## config.mk

```make
export PLATFORM = sky130hd
export DESIGN_NAME = wall_neighbor_tile_coder_core
export DESIGN_NICKNAME = d
export VERILOG_FILES = /design/src/hdl/wntc_pkg.sv /design/src/hdl/wntc_ctrl.sv /design/src/hdl/wntc_dpath.sv /design/src/hdl/wall_neighbor_tile_coder_core.sv
export VERILOG_INCLUDE_DIRS = /design/src /design/src/hdl
export SDC_FILE = /design/constraint.sdc
export NUM_CORES = 1
export LEC_CHECK = 0
export ABC_AREA = 1
export BUFFER_PORTS_ARGS = -buffer_cell sky130_fd_sc_hd__clkbuf_2
export CAP_MARGIN = 25
export CORE_MARGIN = 3
export CORE_UTILIZATION = 55
export CTS_CLUSTER_SIZE = 28
export DETAILED_ROUTE_END_ITERATION = 10
export PLACE_DENSITY = 0.83
export SYNTH_ARGS = -nofsm -noshare
export SYNTH_HDL_FRONTEND = slang
export SYNTH_SLANG_ARGS = --single-unit
```

## constraint.sdc

```tcl
create_clock -name clk_i -period 2.9 [get_ports clk_i]
set_clock_uncertainty 0.15 [all_clocks]
set_input_delay 0 -clock clk_i [delete_from_list [all_inputs] [get_ports clk_i]]
set_output_delay 0 -clock clk_i [all_outputs]
set_load 0.01 [all_outputs]
```

## src/hdl/wall_neighbor_tile_coder_core_assert.svh

```systemverilog
// Assertion macros shared by the wall neighbour tile coder RTL.
// Expects clk_i and rst_ni in the scope of each use; define ASSERT_OFF to drop them.
`ifndef WALL_NEIGHBOR_TILE_CODER_CORE_ASSERT_SVH
`define WALL_NEIGHBOR_TILE_CODER_CORE_ASSERT_SVH
`ifndef ASSERT_OFF
`define WNTC_ASSERT(lbl, prop, msg) \
  lbl: assert property (@(posedge clk_i) disable iff (!rst_ni) prop) else $error(msg);
`define WNTC_ASSERT_NEVER(lbl, cond, msg) \
  lbl: assert property (@(posedge clk_i) disable iff (!rst_ni) !(cond)) else $error(msg);
`else
`define WNTC_ASSERT(lbl, prop, msg)
`define WNTC_ASSERT_NEVER(lbl, cond, msg)
`endif
`endif

```

## src/hdl/wntc_pkg.sv

```systemverilog
// Shared types and constants of the wall neighbour tile coder.
// No dependencies; imported by the controller, the datapath and the top level.
`default_nettype none
package wntc_pkg;

  localparam logic [1:0] CFG_TILE_BASE  = 2'd0;
  localparam logic [1:0] CFG_MAP_WIDTH  = 2'd1;
  localparam logic [1:0] CFG_MAP_HEIGHT = 2'd2;

  localparam logic [3:0] SIDE_LEFT   = 4'h1;
  localparam logic [3:0] SIDE_RIGHT  = 4'h2;
  localparam logic [3:0] SIDE_TOP    = 4'h4;
  localparam logic [3:0] SIDE_BOTTOM = 4'h8;
  localparam logic [3:0] SIDE_NONE   = 4'h0;

  localparam logic [5:0] MAP_WIDTH_RESET  = 6'd32;
  localparam logic [5:0] MAP_HEIGHT_RESET = 6'd24;

  typedef enum logic [1:0] {
    ST_RUN   = 2'b01,
    ST_FLUSH = 2'b10
  } ctrl_state_e;

  typedef struct packed {
    logic take_cell;
    logic flush_mode;
    logic flush_load;
    logic clear_map;
  } dp_cmd_t;

  typedef struct packed {
    logic slot_free;
    logic map_end;
    logic flush_last;
  } dp_sts_t;

endpackage
`default_nettype wire

```

## src/hdl/wntc_ctrl.sv

```systemverilog
// Controller of the wall neighbour tile coder: run and final-row flush states.
// Depends on wntc_pkg and the assertion macro header.
`default_nettype none
`include "wall_neighbor_tile_coder_core_assert.svh"
module wntc_ctrl
  import wntc_pkg::*;
(
  input  wire logic    clk_i,
  input  wire logic    rst_ni,
  input  wire logic    in_valid_i,
  output logic         in_stall_o,
  input  wire dp_sts_t sts_i,
  output dp_cmd_t      cmd_o
);

  ctrl_state_e state_q, state_d;

  always_comb begin
    state_d    = state_q;
    cmd_o      = '0;
    in_stall_o = 1'b1;
    unique case (state_q)
      ST_RUN: begin
        in_stall_o      = !sts_i.slot_free;
        cmd_o.take_cell = in_valid_i && sts_i.slot_free;
        if (cmd_o.take_cell && sts_i.map_end) begin
          state_d = ST_FLUSH;
        end
      end
      ST_FLUSH: begin
        cmd_o.flush_mode = 1'b1;
        if (sts_i.slot_free) begin
          cmd_o.flush_load = 1'b1;
          if (sts_i.flush_last) begin
            cmd_o.clear_map = 1'b1;
            state_d         = ST_RUN;
          end
        end
      end
      default: begin
        state_d = ST_RUN;
      end
    endcase
  end

  always_ff @(posedge clk_i or negedge rst_ni) begin
    if (!rst_ni) begin
      state_q <= ST_RUN;
    end else begin
      state_q <= state_d;
    end
  end

  `WNTC_ASSERT(a_map_end_flush, (cmd_o.take_cell && sts_i.map_end) |=> (state_q == ST_FLUSH), "map end did not start flush")
  `WNTC_ASSERT(a_flush_returns, (cmd_o.flush_load && sts_i.flush_last) |=> (state_q == ST_RUN), "flush did not return to run")

endmodule
`default_nettype wire

```

## src/hdl/wntc_dpath.sv

```systemverilog
// Datapath of the wall neighbour tile coder: config, row bits, counters, tile
// evaluator and output beat register. Depends on wntc_pkg and the macro header.
`default_nettype none
`include "wall_neighbor_tile_coder_core_assert.svh"
module wntc_dpath
  import wntc_pkg::*;
#(
  parameter int MAX_WIDTH  = 32,
  parameter int MAX_HEIGHT = 32
) (
  input  wire logic       clk_i,
  input  wire logic       rst_ni,
  input  wire logic       cfg_we_i,
  input  wire logic [1:0] cfg_idx_i,
  input  wire logic [7:0] cfg_data_i,
  input  wire logic       wall_bit_i,
  input  wire logic       out_stall_i,
  output logic            out_valid_o,
  output logic [7:0]      tile_code_o,
  output logic            map_done_o,
  input  wire dp_cmd_t    cmd_i,
  output dp_sts_t         sts_o
);

  localparam int XW = $clog2(MAX_WIDTH);
  localparam int EW = $clog2(MAX_WIDTH + 1);
  localparam int WW = $clog2(MAX_WIDTH + 1);
  localparam int RW = $clog2(MAX_HEIGHT);
  localparam int HW = $clog2(MAX_HEIGHT + 1);

  logic [3:0] base_hi_q;
  logic [5:0] width_q;
  logic [5:0] height_q;

  always_ff @(posedge clk_i or negedge rst_ni) begin
    if (!rst_ni) begin
      base_hi_q <= 4'h0;
      width_q   <= MAP_WIDTH_RESET;
      height_q  <= MAP_HEIGHT_RESET;
    end else if (cfg_we_i) begin
      unique case (cfg_idx_i)
        CFG_TILE_BASE:  base_hi_q <= cfg_data_i[7:4];
        CFG_MAP_WIDTH:  width_q   <= cfg_data_i[5:0];
        CFG_MAP_HEIGHT: height_q  <= cfg_data_i[5:0];
        default: begin
        end
      endcase
    end
  end

  logic [WW-1:0] w_eff;
  logic [HW-1:0] h_eff;

  always_comb begin
    if (width_q == 6'd0) begin
      w_eff = WW'(1);
    end else if (7'(width_q) > 7'(MAX_WIDTH)) begin
      w_eff = WW'(MAX_WIDTH);
    end else begin
      w_eff = WW'(width_q);
    end
    if (height_q == 6'd0) begin
      h_eff = HW'(1);
    end else if (10'(height_q) > 10'(MAX_HEIGHT)) begin
      h_eff = HW'(MAX_HEIGHT);
    end else begin
      h_eff = HW'(height_q);
    end
  end

  logic [MAX_WIDTH-1:0] above_q, pend_q, cur_q, cur_with;
  logic [XW-1:0]        col_q, flush_idx_q;
  logic [RW-1:0]        row_q;
  logic                 row_end;

  assign cur_with       = cur_q | (MAX_WIDTH'(wall_bit_i) << col_q);
  assign row_end        = (7'(col_q) + 7'd1) >= 7'(w_eff);
  assign sts_o.map_end  = row_end && ((10'(row_q) + 10'd1) >= 10'(h_eff));
  assign sts_o.flush_last = (7'(flush_idx_q) + 7'd1) >= 7'(w_eff);

  logic [MAX_WIDTH-1:0] mid, up, down;
  logic [MAX_WIDTH:0]   mid_ext;
  logic [XW-1:0]        col;
  logic [EW-1:0]        col_ext;
  logic                 has_up, has_down;
  logic                 c_bit, l_bit, r_bit, u_bit, d_bit;
  logic [3:0]           mask;
  logic [7:0]           tile;

  always_comb begin
    if (cmd_i.flush_mode) begin
      mid      = cur_q;
      up       = pend_q;
      down     = '0;
      has_up   = (row_q != '0);
      has_down = 1'b0;
      col      = flush_idx_q;
    end else begin
      mid      = pend_q;
      up       = above_q;
      down     = cur_with;
      has_up   = (row_q > RW'(1));
      has_down = 1'b1;
      col      = col_q;
    end
    mid_ext = {1'b0, mid};
    col_ext = EW'(col);
    c_bit   = mid[col];
    l_bit   = (col == '0) ? 1'b0 : mid_ext[col_ext - EW'(1)];
    r_bit   = ((7'(col) + 7'd1) >= 7'(w_eff)) ? 1'b0 : mid_ext[col_ext + EW'(1)];
    u_bit   = has_up && up[col];
    d_bit   = has_down && down[col];
    mask    = (l_bit ? SIDE_NONE : SIDE_LEFT) | (r_bit ? SIDE_NONE : SIDE_RIGHT)
            | (u_bit ? SIDE_NONE : SIDE_TOP)  | (d_bit ? SIDE_NONE : SIDE_BOTTOM);
    tile    = c_bit ? {base_hi_q, mask} : {base_hi_q, SIDE_NONE};
  end

  always_ff @(posedge clk_i or negedge rst_ni) begin
    if (!rst_ni) begin
      above_q     <= '0;
      pend_q      <= '0;
      cur_q       <= '0;
      col_q       <= '0;
      row_q       <= '0;
      flush_idx_q <= '0;
    end else if (cmd_i.clear_map) begin
      above_q     <= '0;
      pend_q      <= '0;
      cur_q       <= '0;
      col_q       <= '0;
      row_q       <= '0;
      flush_idx_q <= '0;
    end else if (cmd_i.flush_load) begin
      flush_idx_q <= flush_idx_q + XW'(1);
    end else if (cmd_i.take_cell) begin
      if (sts_o.map_end) begin
        cur_q <= cur_with;
      end else if (row_end) begin
        above_q <= pend_q;
        pend_q  <= cur_with;
        cur_q   <= '0;
        col_q   <= '0;
        row_q   <= row_q + RW'(1);
      end else begin
        cur_q <= cur_with;
        col_q <= col_q + XW'(1);
      end
    end
  end

  logic       out_valid_q, out_done_q, out_load;
  logic [7:0] out_tile_q;

  assign out_load        = (cmd_i.take_cell && (row_q != '0)) || cmd_i.flush_load;
  assign sts_o.slot_free = !out_valid_q || !out_stall_i;

  always_ff @(posedge clk_i or negedge rst_ni) begin
    if (!rst_ni) begin
      out_valid_q <= 1'b0;
    end else if (out_load) begin
      out_valid_q <= 1'b1;
    end else if (!out_stall_i) begin
      out_valid_q <= 1'b0;
    end
  end

  always_ff @(posedge clk_i) begin
    if (out_load) begin
      out_tile_q <= tile;
      out_done_q <= cmd_i.flush_load && sts_o.flush_last;
    end
  end

  assign out_valid_o = out_valid_q;
  assign tile_code_o = out_tile_q;
  assign map_done_o  = out_done_q;

  `WNTC_ASSERT_NEVER(a_no_overwrite, out_load && out_valid_q && out_stall_i, "stalled beat overwritten")
  `WNTC_ASSERT(a_flush_in_range, cmd_i.flush_mode |-> (7'(flush_idx_q) < 7'(w_eff)), "flush index past width")
  `WNTC_ASSERT(a_done_on_last, (cmd_i.flush_load && sts_o.flush_last) |=> (out_valid_q && out_done_q), "last tile not marked done")

endmodule
`default_nettype wire

```

## src/hdl/wall_neighbor_tile_coder_core.sv

```systemverilog
// Wall neighbour tile coder, top level: joins controller and datapath.
// Depends on wntc_pkg, wntc_ctrl and wntc_dpath.
//
// Usage: feed the wall map one cell per beat on wall_bit_i, raster order,
// using in_valid_i / in_stall_o. Tile codes leave on tile_code_o with
// out_valid_o / out_stall_i; map_done_o marks the last tile of the map.
// Registers (tile_base, map_width, map_height) are written through
// cfg_we_i / cfg_idx_i / cfg_data_i; the user must write them only while
// the block is idle, which the block does not enforce. Throughput: one input
// cell per cycle while the receiver keeps up and no flush runs. Each cell from
// the second row on yields the tile above it in the cycle after its beat. The
// last cell of the map starts a flush of the final row: map_width tiles, one
// a cycle while the receiver keeps up, with input stalled, counted by the
// flush index counter. Reset clears all row bits and counters and loads
// tile_base 0, width 32, height 24. When the receiver stalls, the pending
// beat holds in the output register and input stalls until it is taken.
`default_nettype none
module wall_neighbor_tile_coder_core
  import wntc_pkg::*;
#(
  parameter int MAX_WIDTH  = 32,
  parameter int MAX_HEIGHT = 32
) (
  input  wire logic       clk_i,
  input  wire logic       rst_ni,
  input  wire logic       cfg_we_i,
  input  wire logic [1:0] cfg_idx_i,
  input  wire logic [7:0] cfg_data_i,
  input  wire logic       in_valid_i,
  output logic            in_stall_o,
  input  wire logic       wall_bit_i,
  output logic            out_valid_o,
  input  wire logic       out_stall_i,
  output logic [7:0]      tile_code_o,
  output logic            map_done_o
);

  dp_cmd_t cmd;
  dp_sts_t sts;

  wntc_ctrl u_ctrl (
    .clk_i      (clk_i),
    .rst_ni     (rst_ni),
    .in_valid_i (in_valid_i),
    .in_stall_o (in_stall_o),
    .sts_i      (sts),
    .cmd_o      (cmd)
  );

  wntc_dpath #(
    .MAX_WIDTH  (MAX_WIDTH),
    .MAX_HEIGHT (MAX_HEIGHT)
  ) u_dpath (
    .clk_i       (clk_i),
    .rst_ni      (rst_ni),
    .cfg_we_i    (cfg_we_i),
    .cfg_idx_i   (cfg_idx_i),
    .cfg_data_i  (cfg_data_i),
    .wall_bit_i  (wall_bit_i),
    .out_stall_i (out_stall_i),
    .out_valid_o (out_valid_o),
    .tile_code_o (tile_code_o),
    .map_done_o  (map_done_o),
    .cmd_i       (cmd),
    .sts_o       (sts)
  );

endmodule
`default_nettype wire
```

==> results by stage <==
Status:
- The flow ran to the end, but the final reports show violations.
- The final reports fail on hold timing, setup timing.

Worst setup path:
- The launching point of the worst reg2reg path is u_dpath.width_q[5].
- The worst setup path is captured at a flop.
- Counting cells, the worst reg-to-reg path comes to 14.
- The data arrival time at the worst-slack endpoint is 3.08 ns.
- The largest fanout on the critical path is 17.
- The slack of the worst reg-to-reg path is -0.004 ns.
- By startpoint and endpoint, the worst setup path is classified as flop to flop.
- The worst register-to-register path ends at u_dpath.row_q[0].
- The category of the worst setup path launch point is a flop.
- STA puts the critical path data required time at 3.08 ns.

Yosys:
- Yosys mapped a number of flops with a built-in enable equal to 9.
- The area of the mapped netlist is 0.009328 sq mm.
- The number of storage elements in the synthesis netlist is 139.
- Synthesis produced 1366 cells.
- During synthesis, Yosys emitted a total of 0 warnings.
- The count of different cell masters after synthesis is 42.
- The most used flip-flop cell after synthesis is sky130_fd_sc_hd__dfrtp_1.
- The synthesized design spends more area on one cell type than any other, namely sky130_fd_sc_hd__dfrtp_1.
- In this run the biggest area consumer among cell types represents 33.80% of the synthesized area.
- Summing the sequential cell areas from Yosys gives 37.83% of the chip area.
- The total nets after synthesis is 1412.
- The post-synthesis area per instance is 6.828 sq um.
- For this run, asynchronously set or reset flops after synthesis account for 93.53%.
- Yosys attributes the largest share of cell area to sky130_fd_sc_hd__dfrtp_1 (34%), sky130_fd_sc_hd__nand2_1 (21%), sky130_fd_sc_hd__nand3_1 (7.6%), sky130_fd_sc_hd__o21ai_0 (5.4%), sky130_fd_sc_hd__nand4_1 (5.0%).

Route:
- Dividing the detail-routed wire length by the instance count gives 19.10 microns.
- After detailed routing, the number of remaining DRC violations is 0.
- Summing over every cut layer, the via total after detailed routing is 9857.
- For this block, the initial DRC count from the detailed router was 1397.
- The total detailed-routing wirelength is 31.55 mm.
- The first detailed-routing pass took 7 iterations.
- The detail route stage leaves a number of antenna-violating nets equal to 0.
- Dividing the detail-routed via count by the number of cells gives 5.967.

STA:
- The number of setup violations in the final report is 1.
- The max-slew violation count is 0.
- The total negative slack is -0.003826 ns.
- The peak clock frequency supported by timing is 344.4 MHz.
- Subtracting the final worst setup slack from the clock period gives 2.904 ns.
- The final count of hold timing violations is 21.
- The measured slew at the worst slew-check pin is 0.6282 ns.
- On the final layout, the worst hold slack is -0.02750 ns.
- The final critical-path share of the clock period is 100.1%.
- The final setup slack of the worst path is -0.003826 ns.
- The tightest slew margin relative to the limit is 58.12%.

Clock tree:
- The clock tree buffer depth is 2.
- The clock tree synthesis step divided the H-tree into 4 levels.
- Buffers inserted during clock tree synthesis total 17.
- The cell chosen for the clock root is sky130_fd_sc_hd__clkbuf_16.
- The clock-pin slew reported for the worst setup and hold paths after clock tree synthesis is 0.07 ns.
- The clock net in this run drives a total of 139 sinks.
- TritonCTS built the clock tree.
- At the later pin of the worst-skew pair, clock insertion delay measures 0.44 ns.

Pwr:
- Net switching is 48.25% of the power.
- The internal power of the cells totals 6672 uW.
- Per report_power, the clock group accounts for 18.0% of the total.
- Power spread over the standard cell area amounts to 1164 mW/mm^2.
- The switching power total is 6221 uW.
- Of the total power, combinational logic draws 57.8%.
- The analysis attributes to cell leakage a power of 0.005825 uW.
- Across the VDD grid, the largest voltage drop is 1.286 mV.
- The part of the total power dissipated in sequential elements is 24.2%.

Floorplanning:
- Pin placement for this block handled 27 I/O pins.
- The horizontal die dimension is 136.2 microns.
- The floorplan step defined a core boundary enclosing 0.01623 sq mm.
- The die outline height is 136.2 microns.
- The die covers 0.01856 sq mm.
- The initial standard-cell utilization of the core is 57.47%.
- The floorplan has 46 rows.

Placed design:
- Port buffering added 26 buffers.
- Once placement finished, the instance area stood at 0.009901 sq mm.
- At the placement stage, the worst setup path has a slack of 0.06542 ns.
- Including well taps, the total number of placed cells is 1580.
- The sum of net half-perimeters after detailed placement is 19.01 mm.
- The final estimated routing congestion in global placement is 1.063.

GRT:
- The global-route usage over all layers is 32.15%.
- The total grt overflow is 0.
- The pin count of the biggest net entering global routing is 69.
- The wire length of the first global-routing pass is 46.85 mm.
- The number of global-route vias before repair was 9151.
- The number of antenna violations at the first check in global routing came to 0.

Cells and area:
- In the final layout, the share of cells above drive strength 1 is 12.26%.
- The final layout net count is 1469.
- The finished cells cover 0.01108 sq mm.
- The synthesis-to-layout area growth is 18.75%.
- The finished layout holds 1652 standard cells, fillers aside.
- 0 antenna diodes ended up in the layout.

Job:
- The max-cap check violation count is 0.

Worst hold path:
- The path class of the lowest-slack min-delay path is input port to asynchronous set/reset pin.
## worst max path at each step
stage	startpoint	endpoint	slack [ns]
floorplan	u_ctrl.state_q[0]	u_dpath.tile_code_o[1]	-0.06
global placement	u_ctrl.state_q[0]	u_dpath.tile_code_o[1]	0.12
detailed placement	u_dpath.row_q[0]	u_dpath.above_q[27]	0.07
global route	u_dpath.width_q[3]	u_dpath.pend_q[9]	-0.11
CTS	u_dpath.row_q[0]	u_dpath.pend_q[2]	0.0001
finish	u_dpath.width_q[5]	u_dpath.row_q[0]	-0.004
## stage by stage
stage	total power, uW	utilization (%)
floorplan	7448	-
global placement	9402	61.00
detailed placement	9597	61.00
CTS	12000	66.17
global route	13700	68.25
finish	12890	68.25
## registers in the layout, summed over array words and instances, names as in the netlist
| register | flops |
|---|---|
| u_dpath.pend_q | 32 |
| u_dpath.tile_code_o | 8 |
| u_dpath.map_done_o | 1 |
| u_ctrl.state_q | 2 |
| u_dpath.cur_q | 32 |
| u_dpath.height_q | 6 |
| u_dpath.col_q | 5 |
| u_dpath.base_hi_q | 4 |
| u_dpath.row_q | 5 |
| u_dpath.flush_idx_q | 5 |
| u_dpath.width_q | 6 |
| u_dpath.above_q | 32 |
| u_dpath.out_valid_o | 1 |
## metal layers
layer	global-route usage (%)	wire, microns
met1	42.91	12320
met3	6.477	3419
met2	51.79	14560
met5	0	0
met4	12.15	1247
## worst max-delay path, stage by stage, from the launching register on
cell	delay [ns]
sky130_fd_sc_hd__dfstp_2	0.60
sky130_fd_sc_hd__clkinvlp_4	0.19
sky130_fd_sc_hd__nand2_1	0.24
sky130_fd_sc_hd__ha_1	0.27
sky130_fd_sc_hd__a21oi_1	0.15
sky130_fd_sc_hd__nand2_1	0.08
sky130_fd_sc_hd__nand3_2	0.08
sky130_fd_sc_hd__nand3_4	0.13
sky130_fd_sc_hd__nand2_1	0.16
sky130_fd_sc_hd__nand2_1	0.13
sky130_fd_sc_hd__nand2_4	0.15
sky130_fd_sc_hd__nand2_8	0.11
sky130_fd_sc_hd__clkbuf_16	0.20
sky130_fd_sc_hd__nand2_1	0.07
sky130_fd_sc_hd__nand2_1	0.06
## area by class of cell
class	count	area, sq um
tap	216	270.3
fill	1329	5154
inverter	138	521.8
sequential	139	3531
timing repair buffer	117	1156
clock inverter	14	167.7
multi-input combinational	1010	4980
clock buffer	18	450.4
## logic make-up (layout without fill, tap and decap cells)
logic type,Yosys count,count (layout),synth area share [%]
flops,139,139,37.83
simple gates,799,799,36.96
compound gates,165,165,9.819
fa+ha+maj,30,30,4.024
xor+xnor,13,13,1.301
buf+inv,217,287,9.725
mux,3,3,0.3487
## power groups by stage
stage | logic [uW] | clock network (uW) | registers, uW
final | 7450 | 2320 | 3110
after global routing | 8100 | 2420 | 3180
after CTS | 6590 | 2320 | 3080
after detailed placement | 6490 | 0 | 3110
after global placement | 6320 | 0 | 3080
after floorplan | 4430 | 0 | 3020
## cells in the mapped netlist (all sizes together) (2+ instances only)
| master | instances |
|---|---|
| nand2 | 522 |
| nand3 | 145 |
| inv | 133 |
| dfrtp | 126 |
| o21ai | 110 |
| nand4 | 75 |
| buf | 52 |
| nor2 | 48 |
| o22ai | 32 |
| ha | 30 |
| clkbuf | 27 |
| a21oi | 17 |
| xor2 | 13 |
| edfxtp | 9 |
| clkinv | 5 |
| dfstp | 4 |
| nand3b | 3 |
| nor3 | 3 |
| mux2 | 2 |
| o2111ai | 2 |
## placed cells by master (no fill, tap or decap), types with 12 or more instances in the layout
| cell | instances |
|---|---|
| sky130_fd_sc_hd__nand2_1 | 512 |
| sky130_fd_sc_hd__nand3_1 | 141 |
| sky130_fd_sc_hd__inv_1 | 124 |
| sky130_fd_sc_hd__dfrtp_1 | 124 |
| sky130_fd_sc_hd__o21ai_0 | 99 |
| sky130_fd_sc_hd__nand4_1 | 75 |
| sky130_fd_sc_hd__buf_4 | 47 |
| sky130_fd_sc_hd__nor2_1 | 43 |
| sky130_fd_sc_hd__o22ai_1 | 32 |
| sky130_fd_sc_hd__ha_1 | 27 |
| sky130_fd_sc_hd__clkbuf_2 | 25 |
| sky130_fd_sc_hd__clkbuf_16 | 23 |
| sky130_fd_sc_hd__dlygate4sd3_1 | 22 |
| sky130_fd_sc_hd__a21oi_1 | 16 |
| sky130_fd_sc_hd__buf_12 | 13 |
| sky130_fd_sc_hd__xor2_1 | 12 |
## repair_timing
item                                    in CTS  in global routing
endpoints found under the hold margin      152                  0
gates resized for setup                      0                 24
endpoints found under the setup margin       0                106
hold buffers                                22                  0
setup buffers                                0                 10
Power figures use the tool's default switching activity.
